### config.mk
export PLATFORM = sky130hd
export DESIGN_NAME = tidx_cfg
export DESIGN_NICKNAME = d
export VERILOG_FILES = /design/src/rtl/core/tensor_index_linearizer_macros.svh /design/src/rtl/core/tidx_pkg.sv /design/src/rtl/core/tidx_cfg.sv
export SDC_FILE = /design/constraint.sdc
export NUM_CORES = 1
export LEC_CHECK = 0
export ABC_AREA = 1
export BUFFER_PORTS_ARGS = -buffer_cell sky130_fd_sc_hd__buf_2
export CORE_UTILIZATION = 57
export DETAILED_ROUTE_END_ITERATION = 6
export GPL_TIMING_DRIVEN = 0
export PLACE_DENSITY = 0.85
export SYNTH_ARGS = -nofsm -noshare
export SYNTH_HDL_FRONTEND = slang
export SYNTH_SLANG_ARGS = --single-unit
### constraint.sdc
create_clock -name clk -period 3.84 [get_ports clk]
set_input_delay 0.768 -clock clk [delete_from_list [all_inputs] [get_ports clk]]
set_output_delay 0.768 -clock clk [all_outputs]
set_load 0.02 [all_outputs]
### src/rtl/core/tensor_index_linearizer_macros.svh
// ----------------------------------------------------------------------------
// Tensor index linearizer assertion macros
// Shared concurrent assertion wrappers, clocked and reset-qualified.
// ----------------------------------------------------------------------------
`ifndef TENSOR_INDEX_LINEARIZER_MACROS_SVH
`define TENSOR_INDEX_LINEARIZER_MACROS_SVH

// Property checked at every rising edge outside reset
`define TIL_ASSERT(lbl, clk, rstn, prop, msg) \
    lbl: assert property (@(posedge clk) disable iff (!rstn) prop) else $error(msg);

// Condition in one cycle implies a property in the next cycle
`define TIL_ASSERT_NEXT(lbl, clk, rstn, pre, post, msg) \
    lbl: assert property (@(posedge clk) disable iff (!rstn) (pre) |=> (post)) else $error(msg);

`endif

### src/rtl/core/tidx_pkg.sv
// ----------------------------------------------------------------------------
// Tensor index linearizer package
// Widths, register indexes and pipeline types shared by the block.
// ----------------------------------------------------------------------------
package tidx_pkg;

    localparam int OFFSET_W   = 48;
    localparam int COORD_W    = 12;
    localparam int EXT_W      = 13;
    localparam int RANK_W     = 3;
    localparam int FIELD_DIMS = 4;
    localparam int CFG_IDX_W  = 3;
    localparam int CFG_DATA_W = 13;

    // Restoring divider: bits retired per pipeline stage
    localparam int DIV_BITS   = 4;
    localparam int DIV_STEPS  = OFFSET_W / DIV_BITS;

    // Register indexes
    localparam logic [CFG_IDX_W-1:0] REG_RANK  = 3'd0;
    localparam logic [CFG_IDX_W-1:0] REG_EXT_0 = 3'd1;
    localparam logic [CFG_IDX_W-1:0] REG_EXT_1 = 3'd2;
    localparam logic [CFG_IDX_W-1:0] REG_EXT_2 = 3'd3;
    localparam logic [CFG_IDX_W-1:0] REG_EXT_3 = 3'd4;

    typedef logic [FIELD_DIMS-1:0][EXT_W-1:0]   ext_vec_t;
    typedef logic [FIELD_DIMS-1:0][COORD_W-1:0] coord_vec_t;

    // Effective configuration seen by the datapath
    typedef struct packed {
        logic [RANK_W-1:0] used;
        ext_vec_t          ext;
    } cfg_t;

    // One item in flight
    typedef struct packed {
        logic                valid;
        logic                mode;
        logic                err;
        logic [OFFSET_W-1:0] quot;
        logic [EXT_W-1:0]    rem;
        logic [OFFSET_W-1:0] offset;
        coord_vec_t          cin;
        coord_vec_t          cres;
    } pipe_t;

endpackage

### src/rtl/core/tidx_cfg.sv
// ----------------------------------------------------------------------------
// Tensor index linearizer configuration
// Rank and extent registers, with rank clamping and extent capping.
// ----------------------------------------------------------------------------
module tidx_cfg #(
    parameter int MAX_DIMS    = 4,
    parameter int EXTENT_BITS = 12
) (
    input  logic                             clk,
    input  logic                             rst_n,
    input  logic                             wr_en,
    input  logic [tidx_pkg::CFG_IDX_W-1:0]   wr_index,
    input  logic [tidx_pkg::CFG_DATA_W-1:0]  wr_data,
    output tidx_pkg::cfg_t                   eff
);

    localparam int LIMIT = (MAX_DIMS < tidx_pkg::FIELD_DIMS) ? MAX_DIMS : tidx_pkg::FIELD_DIMS;
    localparam int CAPI  = (EXTENT_BITS < tidx_pkg::EXT_W) ? (1 << EXTENT_BITS)
                                                          : ((1 << tidx_pkg::EXT_W) - 1);

    logic [tidx_pkg::RANK_W-1:0] rank_reg;
    tidx_pkg::ext_vec_t          ext_reg;
    logic [tidx_pkg::RANK_W-1:0] used;

    // Register writes
    always_ff @(posedge clk or negedge rst_n)
    begin
        if (!rst_n)
        begin
            rank_reg <= tidx_pkg::RANK_W'(1);
            for (int i = 0; i < tidx_pkg::FIELD_DIMS; i++)
            begin
                ext_reg[i] <= tidx_pkg::EXT_W'(1);
            end
        end
        else if (wr_en)
        begin
            unique case (wr_index)
                tidx_pkg::REG_RANK:  rank_reg   <= wr_data[tidx_pkg::RANK_W-1:0];
                tidx_pkg::REG_EXT_0: ext_reg[0] <= wr_data[tidx_pkg::EXT_W-1:0];
                tidx_pkg::REG_EXT_1: ext_reg[1] <= wr_data[tidx_pkg::EXT_W-1:0];
                tidx_pkg::REG_EXT_2: ext_reg[2] <= wr_data[tidx_pkg::EXT_W-1:0];
                tidx_pkg::REG_EXT_3: ext_reg[3] <= wr_data[tidx_pkg::EXT_W-1:0];
                default: ;
            endcase
        end
    end

    // Clamp rank into 1..LIMIT
    always_comb
    begin
        used = rank_reg;
        if (rank_reg == '0)
        begin
            used = tidx_pkg::RANK_W'(1);
        end
        else if (rank_reg > tidx_pkg::RANK_W'(LIMIT))
        begin
            used = tidx_pkg::RANK_W'(LIMIT);
        end
    end

    // Unused dimensions act as extent 1; oversize extents are capped
    always_comb
    begin
        eff.used = used;
        for (int i = 0; i < tidx_pkg::FIELD_DIMS; i++)
        begin
            if (tidx_pkg::RANK_W'(i) >= used)
            begin
                eff.ext[i] = tidx_pkg::EXT_W'(1);
            end
            else if (ext_reg[i] > tidx_pkg::EXT_W'(CAPI))
            begin
                eff.ext[i] = tidx_pkg::EXT_W'(CAPI);
            end
            else
            begin
                eff.ext[i] = ext_reg[i];
            end
        end
    end

endmodule

; Word-level counts from Yosys, hierarchy flattened
; Index checks and enable logic that the tools add are counted.
; W data, S select, Z words.
[totals]
reg_bits = 55
input_bits = 19
out_inout_bits = 55
wordCells = 35
[classes]
n_lt_le_gt_ge = 9
n_eq_ne = 4
mux = 10
reduce_logical = 7
[op_table]
columns = op, n
row1 = $mux W13, 8
row2 = $gt A13 B13 Y1 const B, 4
row3 = $reduce_and A2 Y1, 5
row4 = $eq A3 B2 Y1 const B, 2
row5 = $ge A1 B3 Y1 const A, 2
row6 = $ge A2 B3 Y1 const A, 2
row7 = $logic_not A3 Y1, 2
row8 = $mux W3, 2
row9 = $eq A3 B1 Y1 const B, 1
row10 = $eq A3 B3 Y1 const B, 1
row11 = $gt A3 B3 Y1 const B, 1

; Longest topological paths before layout
; Gate-level depths: netlist of run 1.
[depth]
depth_word = 5
depth_mapped = 8
depth_no_buf = 7

; Worst setup path before layout of run 1
; No wires, ideal clock.
[synth_path]
path_kind = flip-flop to output port
start = reg ext_reg[8] in the netlist's numbering
end = out eff[0] in the netlist's numbering
arrival_ns = 1.329
t_required_ns = 3.072
setup_slack_ns = 1.743
path_stages_with_launch = 7
path_buffers = 1
path_cell_list = dfrtp_1 inv_1 nand2_1 nor3_1 nand2_1 buf_6 a21boi_0
[synth_lines]
columns = item, line
row1 = start: declaration, tidx_cfg.sv:22  ; tidx_pkg::ext_vec_t ext_reg;
row2 = start signal: indexed assignment, tidx_cfg.sv:33  ; ext_reg[i] <= tidx_pkg::EXT_W'(1);
row3 = end: declaration, tidx_cfg.sv:14  ; output tidx_pkg::cfg_t eff

==> key figures, run 1 <==
Timing
  – Worst slew margin: 20.9%
  – RSZ-0062 raised after global routing: false
  – Crit share post-route: 64.6%
  – Setup violators final: 0
  – Skew final: 0 ns
  – Final Hold Viols: 0
  – Worst-margin pin slew: 1.19 ns
  – Final Slew Violations: 0
  – WHS: 0.491 ns
  – Setup TNS: 0 ns
  – Period minus WS final: 2.48 ns
  – Peak Freq: 403 MHz

Synthesis
  – Synth area leader: dfrtp_1
  – Leading post-synthesis cells by cell area: dfrtp_1 42%, o21ai_2 15%, nand2_1 12%
  – Yosys reg bits: 55
  – Cells after Synth: 352
  – Syn Area/Cell: 8.44 sq um
  – Synth warn: 0
  – Post-Syn Area: 2970 sq um
  – Synth unique cells: 24
  – Synth top area share: 42.1%
  – Syn_nets: 371
  – Sequential share of the synthesized area: 46.5%

Setup path
  – Startpoint types: register
  – Critical Path Source: ext_reg[34]
  – Worst R2R Start: ext_reg[12]
  – Setup CP Type: reg -> out
  – Critical path peak fanout: 9
  – CP max-delay cell: dfrtp_1
  – WP buf/inv: 2
  – CP max stage delay: 0.43 ns
  – Required @ worst endpoint: 3.07 ns
  – Critical path's top delay family: simple AND/OR/NAND/NOR gates
  – Crit end category: primary output
  – Worst path cell trace: nor2_1 > nand2_1 > nor2_1 > nand2_1 > nand2_1 > clkinv_1 > nor2_1 > buf_2
  – Crit path arrival time: 1.71 ns

Layout
  – Commonest non-fill, non-tap cell in the layout: nand2_1
  – Area taken by flip-flops and latches: 1380 sq um
  – Filler cells: 401
  – Most frequent cells in the layout: 96 x nand2_1, 76 x buf_2, 59 x nor2_1
  – Share of cells above drive strength 1: 38.3%
  – Final instance area: 3510 sq um
  – Synth-to-Final Area Change: 18.2%
  – Final cell count without fillers: 500
  – Final #Nets: 451
  – Max FFs per register: 52
  – Area of the multi-input gates: 1300 sq um
  – Antenna cells: 0

Global route
  – Tot GR Track Use: 26.7%
  – First-pass GRT wire length: 10,700 microns
  – Remaining Overflow, GRT: 0
  – Initial antenna violation count: 0
  – Largest net degree at the start of global routing: 56
  – Vias in the first global route: 2,186

Die
  – # rows: 25
  – Die ar.: 5500 sq um
  – I/O Pins: 74
  – Overall die height: 74.2 microns
  – Die width: 74.2 microns
  – Initial core utilization: 60.9%
  – Core area: 4880 sq um

Clock network
  – CTS tree: yes
  – Root Buffer: clkbuf_8
  – H-tree lvl count: 2
  – Clock slew at reported path FFs: 0.10 ns
  – Post-CTS setup buffer count: 0
  – Hold buffers post-CTS: 0
  – Clock tree buffer depth: 2
  – Num CTS Buffers: 5
  – Worst-skew pair later-pin latency: 0.30 ns
  – # resized after CTS: 0
  – Clk sinks: 55

Detailed routing
  – # DRC: 0
  – Via Count: 2,516
  – DR pass1 iterations: 4
  – ANT nets after route: 0
  – Starting DRT DRC Count: 192
  – WL per Instance: 13.2 microns
  – Vias per std cell: 5.03
  – Routed WL: 6610 microns

Power
  – Worst vdd rail ir drop: 0.000302 V
  – Cell area power density: 491 nW/um^2
  – Leak: 1.90 nW
  – Total power: 1.72 mW

Outcome
  – Status: finished clean

Place
  – Placed cell count: 492
  – Area after DPL: 3420 sq um
  – Post-DP HPWL: 4810 microns
  – Routability cong.: 0.905
  – Port bufs: 73

Min path
  – Hold Crit Start: ext_reg[7]
  – Hold Crit Class: reg -> reg

Flow run
  – Max_cap viols: 0
## cell families after synthesis
kind of cell	synth area share, %
AOI/OAI and AO/OA	18.7
buffers and inverters	9.73
DFF	46.5
and+or+nand+nor	25.1
## per-stage QoR
step	worst slack (ns)	util, %
detailed placement	1.72	70.1
global placement	1.76	70.1
finish	1.36	71.9
CTS	1.35	71.9
global route	1.18	71.9
floorplan	1.74	-
## layer usage
metal  wire (microns)  track usage (%)  share of wire (%)
met3              349             4.74                5.3
met5                0                0                  0
met4               53             6.62               0.80
met2             3130             43.2                 47
met1             3080             37.5                 47
## layout make-up
cell class	count	share of cell area (%)
Tap cell	67	2.39
Clock buffer	5	1.96
Buffer	15	3.85
Sequential cell	55	39.4
Inverter	41	4.38
Multi-Input combinational cell	241	37.0
Timing Repair Buffer	73	10.4
Clock inverter	3	0.641
## worst min-delay path, cell delays in order, from the launching register on
cell	delay, ns
dfrtp_1	0.37
nand2_2	0.06
o21ai_2	0.04
## synthesized netlist by cell type
cell type and number:
nand2_1 96, nor2_1 59, o21ai_2 52, dfrtp_1 50, inv_1 37, buf_6 10
a21boi_0 6, a21oi_1 6, nand2_2 6, dfstp_2 5, buf_2 3, nor3_1 3
o21ai_0 3, clkbuf_1 2, clkinv_1 2, inv_2 2, nand3_1 2, nand3b_4 2
a21oi_2 1, and2_0 1, nand3_2 1, nand3_4 1, nor2_2 1, nor2_8 1
## worst paths after layout
check,to,slack (ns),cells after the start
hold / removal,ext_reg[7],0.49,2
min in group asynchronous,ext_reg[43],0.69,1
max in group asynchronous,ext_reg[9],2.42,1
setup / recovery,eff[28],1.36,8
setup reg to reg,ext_reg[12],2.98,3
hold reg to reg,ext_reg[7],0.49,2
## where the power goes
part           internal (mW)  switching, mW
registers              0.695         0.0862
logic                  0.224          0.392
clock network          0.131          0.197
(Power assumes the default switching activity.)
==> run 2, diff against run 1 <==
--- a/config.mk
+++ b/config.mk
@@ -7,10 +7,10 @@
 export LEC_CHECK = 0
 export ABC_AREA = 1
 export BUFFER_PORTS_ARGS = -buffer_cell sky130_fd_sc_hd__buf_2
-export CORE_UTILIZATION = 57
+export CORE_UTILIZATION = 53
 export DETAILED_ROUTE_END_ITERATION = 6
 export GPL_TIMING_DRIVEN = 0
-export PLACE_DENSITY = 0.85
+export PLACE_DENSITY = 0.8
 export SYNTH_ARGS = -nofsm -noshare
 export SYNTH_HDL_FRONTEND = slang
 export SYNTH_SLANG_ARGS = --single-unit
==> constraint.sdc (replaced) <==
create_clock -name clk -period 2.3 [get_ports clk]
set_input_delay 0.46 -clock clk [delete_from_list [all_inputs] [get_ports clk]]
set_output_delay 0.46 -clock clk [all_outputs]
set_load 0.02 [all_outputs]
==> key figures, run 2 (same netlist as run 1, synthesis figures left out) <==
Outcome
  – Status: finished clean

Timing
  – RSZ-0062 raised after global routing: true
  – Setup violators final: 0
  – Final Hold Viols: 0
  – Skew final: 0 ns
  – WHS: 0.401 ns
  – Period minus WS final: 2.17 ns
  – Worst slew margin: 18.8%
  – Worst setup margin: 0.130 ns
  – Crit share post-route: 94.3%
  – Peak Freq: 461 MHz
  – Setup TNS: 0 ns
  – Worst-margin pin slew: 1.22 ns
  – Final Slew Violations: 0

Power
  – Comb pwr share: 34.7%
  – Cell area power density: 848 nW/um^2
  – Sequential share of power: 43.3%
  – Sw Ratio: 37.4%
  – Clk pwr share: 22.0%
  – P_int: 1.89 mW
  – Leak: 1.91 nW
  – Psw: 1.13 mW
  – Worst vdd rail ir drop: 0.000493 V
  – Total power: 3.03 mW

Die
  – Core area: 5240 sq um
  – Die width: 76.9 microns
  – I/O Pins: 74
  – Overall die height: 76.9 microns
  – Initial core utilization: 56.7%
  – # rows: 26
  – Die ar.: 5910 sq um

Global route
  – Grt peak-use layer: met2
  – Initial antenna violation count: 0
  – Remaining Overflow, GRT: 0
  – First-pass GRT wire length: 11,500 microns
  – Met1 Usage GRT: 35.2%
  – Vias in the first global route: 2,332
  – Met3 usage: 5.00%
  – Tot GR Track Use: 25.4%
  – M2 GR Usage: 41.1%
  – Largest net degree at the start of global routing: 56

Layout
  – Most frequent cells in the layout: 95 x nand2_1, 74 x buf_2, 58 x nor2_1
  – Synth-to-Final Area Change: 20.1%
  – Final #Nets: 452
  – Final instance area: 3570 sq um
  – Max FFs per register: 52
  – Final cell count without fillers: 504
  – Post-Route Utilization: 68.1%
  – Antenna cells: 0
  – Commonest non-fill, non-tap cell in the layout: nand2_1
  – Share of cells above drive strength 1: 39.2%

Clock network
  – Post-CTS setup buffer count: 0
  – CTS tree: yes
  – Hold buffers post-CTS: 0
  – H-tree lvl count: 2
  – Clk sinks: 55
  – Clock slew at reported path FFs: 0.10 ns
  – Root Buffer: clkbuf_8
  – # resized after CTS: 0
  – Num CTS Buffers: 5
  – Clock tree buffer depth: 2
  – Worst-skew pair later-pin latency: 0.30 ns

Setup path
  – Startpoint types: register
  – Required @ worst endpoint: 1.84 ns
  – Crit end category: primary output
  – FF-to-FF End: ext_reg[12]
  – CP max stage delay: 0.37 ns
  – Setup slack, reg-to-reg: 1.42 ns
  – CP max-delay cell: dfrtp_1
  – Cell mode on critical path: buf_2
  – Worst R2R Start: ext_reg[12]
  – Worst R2R Path Depth: 3
  – Critical path peak fanout: 10
  – Worst path cell trace: buf_2 > nor2_1 > inv_1 > buf_2 > nand2_1 > nor2_1 > buf_2
  – Crit path arrival time: 1.71 ns
  – Setup CP Type: reg -> out

Place
  – Port bufs: 73
  – Post-DP HPWL: 5020 microns
  – Area after DPL: 3420 sq um
  – Placed cell count: 495
  – Place WS: 0.487 ns
  – Routability cong.: 0.860

Detailed routing
  – Vias per std cell: 5.02
  – Routed WL: 7050 microns
  – DR pass1 iterations: 4
  – Starting DRT DRC Count: 185
  – WL per Instance: 14.0 microns
  – ANT nets after route: 0
  – Via Count: 2,530
  – # DRC: 0

Min path
  – Hold Crit Class: in -> async

Flow run
  – Max_cap viols: 0
==> run 2: layer usage <==
layer  wire (microns)  vias up
met5                0        -
met4               55        0
met3              449        5
met2             3300      103
met1             3240     1169
li1                 -     1253
==> run 2: layout make-up <==
class / instances / area, sq um
Buffer: 15 / 135
Clock buffer: 6 / 82.6
Clock inverter: 2 / 35.0
Fill cell: 430 / 1670
Inverter: 41 / 158
Multi-Input combinational cell: 241 / 1310
Sequential cell: 55 / 1380
Tap cell: 70 / 87.6
Timing Repair Buffer: 73 / 370
Timing Repair inverter: 1 / 7.51
==> run 2: how the worst max path moves through the flow <==
stage | startpoint | end | cells after the start
floorplan | ext_reg[8] | eff[0] | 6
global placement | rank_reg[2] | eff[15] | 7
detailed placement | rank_reg[2] | eff[15] | 7
CTS | rank_reg[2] | eff[15] | 7
global route | ext_reg[45] | eff[49] | 9
finish | rank_reg[2] | eff[15] | 7
==> run 2: power groups by stage <==
| stage | Sequential [mW] | Clock, mW | Combinational (mW) |
|---|---|---|---|
| 2_1_floorplan | 1.28 | 0 | 0.758 |
| 3_3_place_gp | 1.31 | 0 | 1.01 |
| 3_5_place_dp | 1.32 | 0 | 1.04 |
| 4_1_cts | 1.31 | 0.677 | 1.04 |
| 5_1_grt | 1.33 | 0.732 | 1.16 |
| 6_report | 1.31 | 0.665 | 1.05 |
==> run 2: critical path, delay by kind of cell (launching register included) <==
| kind | cells | cell delay (ns) |
|---|---|---|
| DFF | 1 | 0.37 |
| and+or+nand+nor | 3 | 0.42 |
| buffers and inverters | 4 | 0.61 |
