<file path="src/rtl/core/tensor_index_linearizer_macros.svh">
// ----------------------------------------------------------------------------
// Tensor index linearizer assertion macros
// Shared concurrent assertion wrappers, clocked and reset-qualified.
// ----------------------------------------------------------------------------
`ifndef TENSOR_INDEX_LINEARIZER_MACROS_SVH
`define TENSOR_INDEX_LINEARIZER_MACROS_SVH

// Property checked at every rising edge outside reset
`define TIL_ASSERT(lbl, clk, rstn, prop, msg) \
    lbl: assert property (@(posedge clk) disable iff (!rstn) prop) else $error(msg);

// Condition in one cycle implies a property in the next cycle
`define TIL_ASSERT_NEXT(lbl, clk, rstn, pre, post, msg) \
    lbl: assert property (@(posedge clk) disable iff (!rstn) (pre) |=> (post)) else $error(msg);

`endif

</file>
<file path="src/rtl/core/tidx_pkg.sv">
// ----------------------------------------------------------------------------
// Tensor index linearizer package
// Widths, register indexes and pipeline types shared by the block.
// ----------------------------------------------------------------------------
package tidx_pkg;

    localparam int OFFSET_W   = 48;
    localparam int COORD_W    = 12;
    localparam int EXT_W      = 13;
    localparam int RANK_W     = 3;
    localparam int FIELD_DIMS = 4;
    localparam int CFG_IDX_W  = 3;
    localparam int CFG_DATA_W = 13;

    // Restoring divider: bits retired per pipeline stage
    localparam int DIV_BITS   = 4;
    localparam int DIV_STEPS  = OFFSET_W / DIV_BITS;

    // Register indexes
    localparam logic [CFG_IDX_W-1:0] REG_RANK  = 3'd0;
    localparam logic [CFG_IDX_W-1:0] REG_EXT_0 = 3'd1;
    localparam logic [CFG_IDX_W-1:0] REG_EXT_1 = 3'd2;
    localparam logic [CFG_IDX_W-1:0] REG_EXT_2 = 3'd3;
    localparam logic [CFG_IDX_W-1:0] REG_EXT_3 = 3'd4;

    typedef logic [FIELD_DIMS-1:0][EXT_W-1:0]   ext_vec_t;
    typedef logic [FIELD_DIMS-1:0][COORD_W-1:0] coord_vec_t;

    // Effective configuration seen by the datapath
    typedef struct packed {
        logic [RANK_W-1:0] used;
        ext_vec_t          ext;
    } cfg_t;

    // One item in flight
    typedef struct packed {
        logic                valid;
        logic                mode;
        logic                err;
        logic [OFFSET_W-1:0] quot;
        logic [EXT_W-1:0]    rem;
        logic [OFFSET_W-1:0] offset;
        coord_vec_t          cin;
        coord_vec_t          cres;
    } pipe_t;

endpackage

</file>
<file path="src/rtl/core/tidx_stage.sv">
// ----------------------------------------------------------------------------
// Tensor index linearizer pipeline stage
// Retires DIV_BITS quotient bits of one dimension's division; the first
// stage of each dimension also does one multiply-add step of the offset.
// ----------------------------------------------------------------------------
module tidx_stage #(
    parameter int DIM  = 0,
    parameter int STEP = 0
) (
    input  logic                         clk,
    input  logic                         rst_n,
    input  logic                         adv,
    input  tidx_pkg::pipe_t              d,
    input  logic [tidx_pkg::EXT_W-1:0]   div_ext,
    input  logic [tidx_pkg::EXT_W-1:0]   mul_ext,
    output tidx_pkg::pipe_t              q
);

    tidx_pkg::pipe_t                                  n;
    tidx_pkg::pipe_t                                  data_reg;
    logic                                             valid_reg;
    logic [tidx_pkg::OFFSET_W+tidx_pkg::EXT_W-1:0]    prod;
    logic [tidx_pkg::EXT_W:0]                         trial;

    always_comb
    begin
        n     = d;
        prod  = '0;
        trial = '0;
        // Horner step, slowest dimension first
        if (STEP == 0)
        begin
            n.rem  = '0;
            prod   = d.offset * mul_ext;
            n.offset = prod[tidx_pkg::OFFSET_W-1:0]
                     + tidx_pkg::OFFSET_W'(d.cin[tidx_pkg::FIELD_DIMS-1-DIM]);
        end
        // Restoring division steps
        for (int k = 0; k < tidx_pkg::DIV_BITS; k++)
        begin
            trial  = {n.rem, n.quot[tidx_pkg::OFFSET_W-1]};
            n.quot = {n.quot[tidx_pkg::OFFSET_W-2:0], 1'b0};
            if (trial >= {1'b0, div_ext})
            begin
                trial     = trial - {1'b0, div_ext};
                n.quot[0] = 1'b1;
            end
            n.rem = trial[tidx_pkg::EXT_W-1:0];
        end
        // Remainder is this dimension's coordinate
        if (STEP == tidx_pkg::DIV_STEPS - 1)
        begin
            n.cres[DIM] = n.rem[tidx_pkg::COORD_W-1:0];
        end
    end

    always_ff @(posedge clk or negedge rst_n)
    begin
        if (!rst_n)
        begin
            valid_reg <= 1'b0;
        end
        else if (adv)
        begin
            valid_reg <= d.valid;
        end
    end

    always_ff @(posedge clk)
    begin
        if (adv)
        begin
            data_reg <= n;
        end
    end

    always_comb
    begin
        q       = data_reg;
        q.valid = valid_reg;
    end

endmodule

</file>
<file path="config.mk">
export PLATFORM = sky130hd
export DESIGN_NAME = tidx_stage
export DESIGN_NICKNAME = d
export VERILOG_FILES = /design/src/rtl/core/tensor_index_linearizer_macros.svh /design/src/rtl/core/tidx_pkg.sv /design/src/rtl/core/tidx_stage.sv
export SDC_FILE = /design/constraint.sdc
export NUM_CORES = 1
export LEC_CHECK = 0
export ABC_AREA = 1
export BUFFER_PORTS_ARGS = -buffer_cell sky130_fd_sc_hd__buf_2
export CAP_MARGIN = 25
export CORE_MARGIN = 2
export CORE_UTILIZATION = 24
export DETAILED_ROUTE_END_ITERATION = 16
export GPL_TIMING_DRIVEN = 0
export HOLD_SLACK_MARGIN = 0.12
export PLACE_DENSITY = 0.42
export SYNTH_ARGS = -nofsm -noshare
export SYNTH_HDL_FRONTEND = slang
export SYNTH_SLANG_ARGS = --single-unit
</file>
<file path="constraint.sdc">
create_clock -name clk -period 0.9 [get_ports clk]
set_clock_uncertainty 0.2 [all_clocks]
set_input_delay 0.225 -clock clk [delete_from_list [all_inputs] [get_ports clk]]
set_output_delay 0.225 -clock clk [all_outputs]
set_load 0.02 [all_outputs]
</file>
# Word level (Yosys, flattened, before mapping)
# Cells that the tools add are included.
# word_totals
register_bits,208
latchBits,0
output_inout_bits,208
ramBits,0
mem_bits_ro,0
memories,0
# op_classes
mul,1
bitwise,0
n_eq_ne,0
order_cmp,4
shifts,0
mux,8
addsub,5
reduce_logical,0
div_mod_pow,0
# ops
cell,n
2-to-1 mux 13 bit,4
adder 48 x 12 -> 48 bit,1
multiplier 48 x 13 -> 48 bit,1
greater-or-equal comparator 14 x 13 -> 1 bit,3
subtractor 13 bit,3
greater-or-equal comparator 1 x 13 -> 1 bit,1
subtractor 1 x 13 -> 13 bit,1
2-to-1 mux 1 bit,4

# Depth between registers and ports, before layout
# Gate-level depths: netlist (run 1).
# logic_depth
ltp_word,8
depth_mapped,54

# Worst setup path after synthesis (run 1)
# No wires, ideal clock.
# synth_timing
path_type,input to register
from,input d[204] in the netlist's numbering
to,"register data_reg (netlist bit q[148]), data pin"
path_slack_ns,-5.712
n_path_buf,4
cell_stages,50
arrival_time_ns,6.159
t_required_ns,0.448
setup_time_ns,0.252
path_cell_list,inv_1 ha_1 inv_1 nor2_1 nand2_1 nor2_2 nand2_2 nand2_4 nand2_4 buf_8 inv_1 ha_1 nand2_1 inv_1 nand2_1 nor3_1 nand3_1 nor2_1 [14 not listed] nor2_8 buf_12 nand2_2 nand2_2 inv_1 fa_1 o21ai_0 a21o_1 a21boi_0 o211ai_1 nand2_1 nand2_1 inv_1 nand2_1 nor2_4 buf_6 nand2_1 nand2_1
# synth_rtl
element,line,rtl
start: declaration,tidx_stage.sv:13,"input tidx_pkg::pipe_t d,"
end signal: assignment,tidx_stage.sv:73,data_reg <= n;
end: declaration,tidx_stage.sv:20,tidx_pkg::pipe_t data_reg;

==> flow_summary.toml, run 1 <==
[clocking]
h-tree-depth = 1
cts_buffer_depth = 3
clkTransAtPathRegs_ns = 0.05
clkLatencyLatePin_ns = 0.58
cts_root_buf = "clkbuf_16"
numCtsBuffers = 27
cts_sinks = 208
ctsHoldBuffers = 146
cts_tree = "yes"

[synth]
syn_inst = 2845
syn_avg_cell_area_um2 = 9.13
yosysUniqueCellTypes = 47
synth_area_leader_cell = "fa_1"
synth_edf_count = 207
seq_area_frac_synth_pct = 24.0
yosys_warnings = 0
synth.area.mux_share_pct = 0.0434
synth-compound-area-share_pct = 4.63
ys_seq_elements = 208
synth_top_family_by_area = "adder cells"
synth_top_area_share_pct = 34.2
async_flop_share_pct = 0.481
synth-xor-area-share_pct = 3.32
synth.area.top_cells = "fa_1, edfxtp_1, nand2_1"
syn_nets = 3677
syn_area_um2 = 26000
synthSimpleGateAreaFrac_pct = 15.1
synth_fa_ha_area_share_pct = 41.5
synth_ff_type = "edfxtp_1"

[grt]
grt_pass1_vias = 23100
antenna_found_initial = 18
grt_overflow = 0
grt.total_usage_pct = 17.4
use_met1_pct = 23.2
grt_pass1_wl_um = 146000
grt_max_degree = 103
top_usage_layer = "met2"
grtUsageMet2_pct = 29.7
use_met3_pct = 2.60

[outcome]
status = "complete, but fails checks"
violations = "hold timing, setup timing"

[critical_path]
path_buf_inv = 9
cp_max_fo = 8
path_common_cell = "nand2_2"
required_ns = 1.01
cp.arrival_ns = 5.89
slowest_delay_ns = 0.39
cpMaxStageDelayCell = "fa_2"
cp-end-kind = "flip-flop"
crit_family = "simple AND/OR/NAND/NOR gates"
crit_path_start_kind = "input pin"
path_class = "in2reg"

[sta]
holdWs_ns = -0.265
fmax_mhz = 173
setup_viol = 414
max-slew-margin-rel_pct = 54.9
worst_pin_slew_ns = 0.677
setup_ws_ns = -4.88
slew_violations = 0
period_share_pct = 642
fin_crit_ns = 5.78
grt_setup_unrepaired = "yes"
finalHoldViolCount = 8
finalSetupTns_ns = -427.44

[route]
avgRoutedWirePerCell_um = 19.4
drt_iter0_drc = 926
routed_wirelength_um = 98600
drc = 0
vias_per_cell = 4.29
num_vias = 21900
ant_nets = 0
dr.pass1.iters = 5

[floorplanning]
die_area_um2 = 111000
die_w_um = 333
coreArea_um2 = 107000
io_pins = 445
rows = 120
die_h_um = 333
start_util_pct = 24.2

[layout]
syn2layout_area_growth_pct = 52.2
multi_input_area_um2 = 20100
layout.nets = 4496
final_common_cell = "nand2_1"
drive_above_1_share_pct = 37.0
regArea_um2 = 6240
largest_register_ffs = 207
layout_common_cells = "nand2_1, inv_1, fa_1"
fillers = 10800

[worst_hold_path]
hold_class = "in2reg"

[place]
portBuffers = 420
hpwl_um = 77700
finalWeightedCongestion = 0.858

[run]
max_cap_viol_count = 0
[layout make-up]
| cell class | count | share of cell area [%] |
|---|---|---|
| diodes | 5 | 0.0317 |
| plain buffers | 106 | 3.23 |
| clock buffers | 33 | 1.84 |
| clock inverters | 17 | 0.329 |
| inverters | 662 | 6.41 |
| multi-input cells | 1867 | 50.9 |
| flip-flops and latches | 208 | 15.8 |
| well taps | 1403 | 4.44 |
| repair buffers | 792 | 17.0 |
[cell families (layout without fill, tap and decap cells)]
logic type,after synthesis,after routing
AND/OR/NAND/NOR,964,964
buffers and inverters,770,1610
adder cells (fa/ha/maj),595,595
AO/OA/AOI/OAI,210,210
flip-flops,208,208
XOR/XNOR,97,97
multiplexers,1,1
other,0,5
[cells in the mapped netlist, drive strengths merged, types with 3 or more instances]
| cell type | number |
|---|---|
| a21boi | 4 |
| a21o | 9 |
| a21oi | 102 |
| a31oi | 9 |
| buf | 38 |
| clkbuf | 70 |
| edfxtp | 207 |
| fa | 444 |
| ha | 151 |
| inv | 662 |
| nand2 | 790 |
| nand3 | 33 |
| nand4 | 14 |
| nor2 | 110 |
| nor3 | 9 |
| nor4 | 3 |
| o2111ai | 3 |
| o211ai | 6 |
| o21a | 9 |
| o21ai | 59 |
| o21bai | 6 |
| xnor2 | 41 |
| xor2 | 55 |
[layer usage]
layer	routed length (um)	up-vias	share of wire (%)
met5	129	-	0.13
met2	47500	598	48
li1	-	10200	-
met3	5260	122	5.3
met1	43400	11000	44
met4	2320	22	2.4
[metrics by stage]
| step | util (%) | instance area (um2) | instances | hold slack (ns) | worst slack [ns] |
|---|---|---|---|---|---|
| detailed placement | 29.0 | 31100 | 4672 | -0.197 | -6.22 |
| floorplan | - | 27200 | 2845 | -0.271 | -5.08 |
| CTS | 34.7 | 37200 | 5013 | -0.295 | -4.77 |
| finish | 36.9 | 39500 | 5093 | -0.265 | -4.88 |
| global route | 36.9 | 39500 | 5089 | -0.285 | -5.27 |
| global placement | 28.9 | 31000 | 4668 | -0.196 | -6.22 |
[path summary, 6_finish.rpt]
kind	start	endpoint	slack, ns	cells after the start
setup reg to reg	valid_reg$_DFFE_PN0P_	valid_reg$_DFFE_PN0P_	-0.07	1
hold / removal	adv	q[143]$_DFFE_PP_	-0.27	1
min in group asynchronous	rst_n	valid_reg$_DFFE_PN0P_	0.27	3
max in group asynchronous	rst_n	valid_reg$_DFFE_PN0P_	0.13	3
hold reg to reg	valid_reg$_DFFE_PN0P_	valid_reg$_DFFE_PN0P_	0.34	1
setup / recovery	d[204]	q[147]$_DFFE_PP_	-4.88	48
[what timing repair did]
item / in CTS / in global routing
gates cloned: 5 / 0
buffers inserted: 142 / 81
pin swaps: 204 / 210
hold endpoints to repair: 179 / 30
setup endpoints to repair: 374 / 418
gates resized for setup: 554 / 505
Power of run 1 is left out: the tool's default activity adds up to more than one toggle a clock period on the data nets, which glitch-free logic cannot reach.
==> run 2, diff against run 1 <==
--- a/config.mk
+++ b/config.mk
@@ -10,6 +10,7 @@
 export CAP_MARGIN = 25
 export CORE_MARGIN = 2
 export CORE_UTILIZATION = 24
+export CTS_BUF_LIST = sky130_fd_sc_hd__clkbuf_4 sky130_fd_sc_hd__clkbuf_8 sky130_fd_sc_hd__clkbuf_16
 export DETAILED_ROUTE_END_ITERATION = 16
 export GPL_TIMING_DRIVEN = 0
 export HOLD_SLACK_MARGIN = 0.12
==> flow_summary.toml, run 2 (synthesis results as in run 1) <==
[critical_path]
required_ns = 1.01
cp-end-kind = "flip-flop"
reg2reg_slack_ns = -0.07
path_class = "in2reg"
slowest_delay_ns = 0.39
reg2reg_to = "valid_reg$_DFFE_PN0P_"
crit_path_start_kind = "input pin"
crit_start = "d[204]"
cp_max_fo = 8
cpMaxStageDelayCell = "fa_2"
r2r-start = "valid_reg$_DFFE_PN0P_"
endpoint = "q[147]$_DFFE_PP_"
reg2reg_depth = 1
path_common_cell = "nand2_2"
cp.arrival_ns = 5.89

[route]
drt_iter0_drc = 884
ant_nets = 0
vias_per_cell = 4.30
dr.pass1.iters = 7
num_vias = 21900
drc = 0
routed_wirelength_um = 98600
avgRoutedWirePerCell_um = 19.4

[clocking]
cts_root_buf = "clkbuf_16"
ctsHoldBuffers = 146
h-tree-depth = 1
clkTransAtPathRegs_ns = 0.05
cts_sinks = 208
cts_buffer_depth = 3
cts_tree = "yes"
numCtsBuffers = 27
clkLatencyLatePin_ns = 0.59

[grt]
grt_pass1_vias = 23100
antenna_found_initial = 18
grt.total_usage_pct = 17.4
grt_pass1_wl_um = 146000
grt_max_degree = 103
grt_overflow = 0

[sta]
max-slew-margin-rel_pct = 55.3
worst_pin_slew_ns = 0.670
finalHoldViolCount = 8
setup_viol = 414
holdWs_ns = -0.267
setup_ws_ns = -4.88
slew_violations = 0
period_share_pct = 642
fmax_mhz = 173
grt_setup_unrepaired = "yes"
fin_crit_ns = 5.78

[floorplanning]
die_w_um = 333
rows = 120
die_h_um = 333
io_pins = 445
coreArea_um2 = 107000
die_area_um2 = 111000
start_util_pct = 24.2

[run]
max_cap_viol_count = 0

[place]
post-place-cells = 4672
place_ws_ns = -6.22
portBuffers = 420
finalWeightedCongestion = 0.858
hpwl_um = 77700

[layout]
final_common_cell = "nand2_1"
multi_input_area_um2 = 20100
syn2layout_area_growth_pct = 52.0
fillers = 10800
layout_common_cells = "nand2_1, inv_1, fa_1"
fin_cells = 5085
drive_above_1_share_pct = 37.0
largest_register_ffs = 207
layout.nets = 4490
regArea_um2 = 6240

[outcome]
violations = "hold timing, setup timing"
status = "complete, but fails checks"

[worst_hold_path]
hold_class = "in2reg"
run 2: changes by cell type in the layout (fill, tap and decap cells not counted), moves of 2 or more:
cell      delta
nand2_4      -3
inv_1        +2
inv_2        -3
clkbuf_1     -3
clkbuf_8     +2
buf_8        -3
nand2_2      +3
buf_12       -2
clkbuf_4     +3
diode_2      -2
buf_4        -4
run 2: worst min-delay path by stage:
| stage | slack [ns] | to | from | depth (start not counted) |
|---|---|---|---|---|
| floorplan | -0.27 | valid_reg$_DFFE_PN0P_ | rst_n | 0 |
| global placement | -0.20 | valid_reg$_DFFE_PN0P_ | rst_n | 1 |
| detailed placement | -0.20 | valid_reg$_DFFE_PN0P_ | rst_n | 1 |
| CTS | -0.29 | q[143]$_DFFE_PP_ | adv | 1 |
| global route | -0.28 | q[143]$_DFFE_PP_ | adv | 1 |
| finish | -0.27 | q[143]$_DFFE_PP_ | adv | 1 |
run 2: metrics by stage:
stage / setup TNS (ns) / instance area, um2 / util (%)
after floorplan: -264.10 / 27200 / -
after global placement: -1132.63 / 31000 / 28.9
after detailed placement: -505.45 / 31100 / 29.0
after CTS: -438.33 / 37200 / 34.7
after global routing: -458.19 / 39500 / 36.8
final: -427.84 / 39500 / 36.8
run 2: area by class of cell:
class                   count  share of cell area, %
clock inverters            17                  0.330
well taps                1403                   4.45
inverters                 662                   6.43
diodes                      3                 0.0190
repair buffers            786                   16.9
flip-flops and latches    208                   15.8
plain buffers             106                   3.22
multi-input cells        1867                   51.0
clock buffers              33                   1.87
run 2: per-layer routing:
metal / global-route usage, % / part of all wire [%]
met3: 2.60 / 5.4
met2: 29.7 / 48
met1: 23.2 / 44
met4: 3.90 / 2.5
met5: 0 / 0.13
run 2: critical path, delay by kind of cell:
kind	cells	cell delay [ns]
compound gates	13	1.92
simple gates	22	1.90
fa+ha+maj	4	1.08
buf+inv	9	0.74
run 2: timing repair:
item	CTS	global route
setup endpoints to repair	374	418
setup buffers	142	75
resized for setup	554	500
endpoints found under the hold margin	179	30
cloned	5	0
pin swaps	204	200
Power of run 2 is left out for the same reason.
==> run 3, diff against run 2 <==
--- a/config.mk
+++ b/config.mk
@@ -14,6 +14,7 @@
 export DETAILED_ROUTE_END_ITERATION = 16
 export GPL_TIMING_DRIVEN = 0
 export HOLD_SLACK_MARGIN = 0.12
+export MAX_ROUTING_LAYER = met4
 export PLACE_DENSITY = 0.42
 export SYNTH_ARGS = -nofsm -noshare
 export SYNTH_HDL_FRONTEND = slang
==> flow_summary.toml, run 3 (synthesis results as in run 1) <==
[outcome]
status = "complete, but fails checks"
violations = "hold timing, setup timing"

[place]
placed_area_um2 = 31100
portBuffers = 420
finalWeightedCongestion = 0.871
hpwl_um = 77700

[grt]
grt_pass1_wl_um = 146000
grt_pass1_vias = 23000
grt_max_degree = 103
grt_overflow = 0
antenna_found_initial = 18
grt.total_usage_pct = 17.9

[floorplanning]
io_pins = 445
die_area_um2 = 111000
die_h_um = 333
die_w_um = 333
coreArea_um2 = 107000
start_util_pct = 24.2
rows = 120

[layout]
syn2layout_area_growth_pct = 50.7
final_core_util_pct = 36.5
final_cell_area_um2 = 39100
layout_common_cells = "nand2_1, inv_1, fa_1"
drive_above_1_share_pct = 36.9
largest_register_ffs = 207
final_common_cell = "nand2_1"
layout.nets = 4489

[route]
routed_wirelength_um = 98200
num_vias = 21800
dr.pass1.iters = 5
drt-met1-wl_um = 43300
wl_met3_um = 5360
vias_per_cell = 4.29
avgRoutedWirePerCell_um = 19.3
topRoutingLayerUsed = "met4"
drt_iter0_drc = 1001
wl_met2_um = 47200
ant_nets = 0
drc = 0

[critical_path]
path_class = "in2reg"
path_common_cell = "nand2_2"
crit_path_start_kind = "input pin"
cp.arrival_ns = 5.88
cpMaxStageDelayCell = "fa_2"
slowest_delay_ns = 0.38
cp_max_fo = 8
cp-end-kind = "flip-flop"
required_ns = 1.01

[sta]
grt_setup_unrepaired = "yes"
worst_pin_slew_ns = 0.679
finalHoldViolCount = 8
fin_crit_ns = 5.77
period_share_pct = 641
max-slew-margin-rel_pct = 54.7
setup_viol = 414
fmax_mhz = 173
slew_violations = 0
holdWs_ns = -0.264
setup_ws_ns = -4.87

[clocking]
clkLatencyLatePin_ns = 0.58
clkTransAtPathRegs_ns = 0.05
cts_buffer_depth = 3
cts_sinks = 208
cts_root_buf = "clkbuf_16"
ctsHoldBuffers = 146
numCtsBuffers = 27
h-tree-depth = 1
cts_tree = "yes"

[run]
max_cap_viol_count = 0

[worst_hold_path]
hold_class = "in2reg"
[run 3: cell types whose count changed in the layout (fill, tap and decap cells not counted), moves of 4 or more]
cell / change
buf_2: +52
buf_6: -51
diode_2: +10
inv_1: +6
inv_2: -4
nand2_1: -6
nand2_2: +7
[run 3: layer usage]
layer | vias to the layer above | track usage, %
met4 | 0 | 3.90
met1 | 11000 | 23.4
met3 | 112 | 2.27
met2 | 615 | 29.6
met5 | - | -
li1 | 10200 | -
[run 3: cell type report]
cell class / instances / area (um2)
fillers: 10800 / 68100
clock buffers: 33 / 739
inverters: 662 / 2530
repair buffers: 784 / 6320
well taps: 1403 / 1760
plain buffers: 107 / 1290
diodes: 13 / 32.5
clock inverters: 17 / 130
multi-input cells: 1867 / 20100
flip-flops and latches: 208 / 6240
[run 3: timing repair]
action / in CTS / in global routing
resized for setup: 554 / 373
setup endpoints to repair: 374 / 418
pin swaps: 204 / 195
gates cloned: 5 / 0
buffers inserted: 142 / 74
endpoints found under the hold margin: 179 / 30
[run 3: final timing paths]
check	start	end	cells past startpoint	slack, ns
worst max-delay path	d[204]	q[147]$_DFFE_PP_	48	-4.87
worst min-delay path	adv	q[143]$_DFFE_PP_	1	-0.26
worst max register to register	valid_reg$_DFFE_PN0P_	valid_reg$_DFFE_PN0P_	1	-0.07
worst min register to register	valid_reg$_DFFE_PN0P_	valid_reg$_DFFE_PN0P_	1	0.34
max in group asynchronous	rst_n	valid_reg$_DFFE_PN0P_	3	0.13
min in group asynchronous	rst_n	valid_reg$_DFFE_PN0P_	3	0.27
[run 3: metrics by stage]
step	setup TNS, ns	setup slack (ns)	hold slack [ns]	cells
4_1_cts	-438.33	-4.77	-0.295	5013
6_report	-427.69	-4.87	-0.264	5094
3_5_place_dp	-505.45	-6.22	-0.197	4672
5_1_grt	-459.28	-5.28	-0.285	5094
3_3_place_gp	-1132.63	-6.22	-0.196	4668
2_1_floorplan	-264.10	-5.08	-0.271	2845
[run 3: worst max-delay path: cells and delay by family]
kind / cells / cell delay, ns
simple gates: 23 / 1.96
compound gates: 11 / 1.66
fa+ha+maj: 4 / 1.22
buf+inv: 10 / 0.76
Power of run 3 is left out for the same reason.
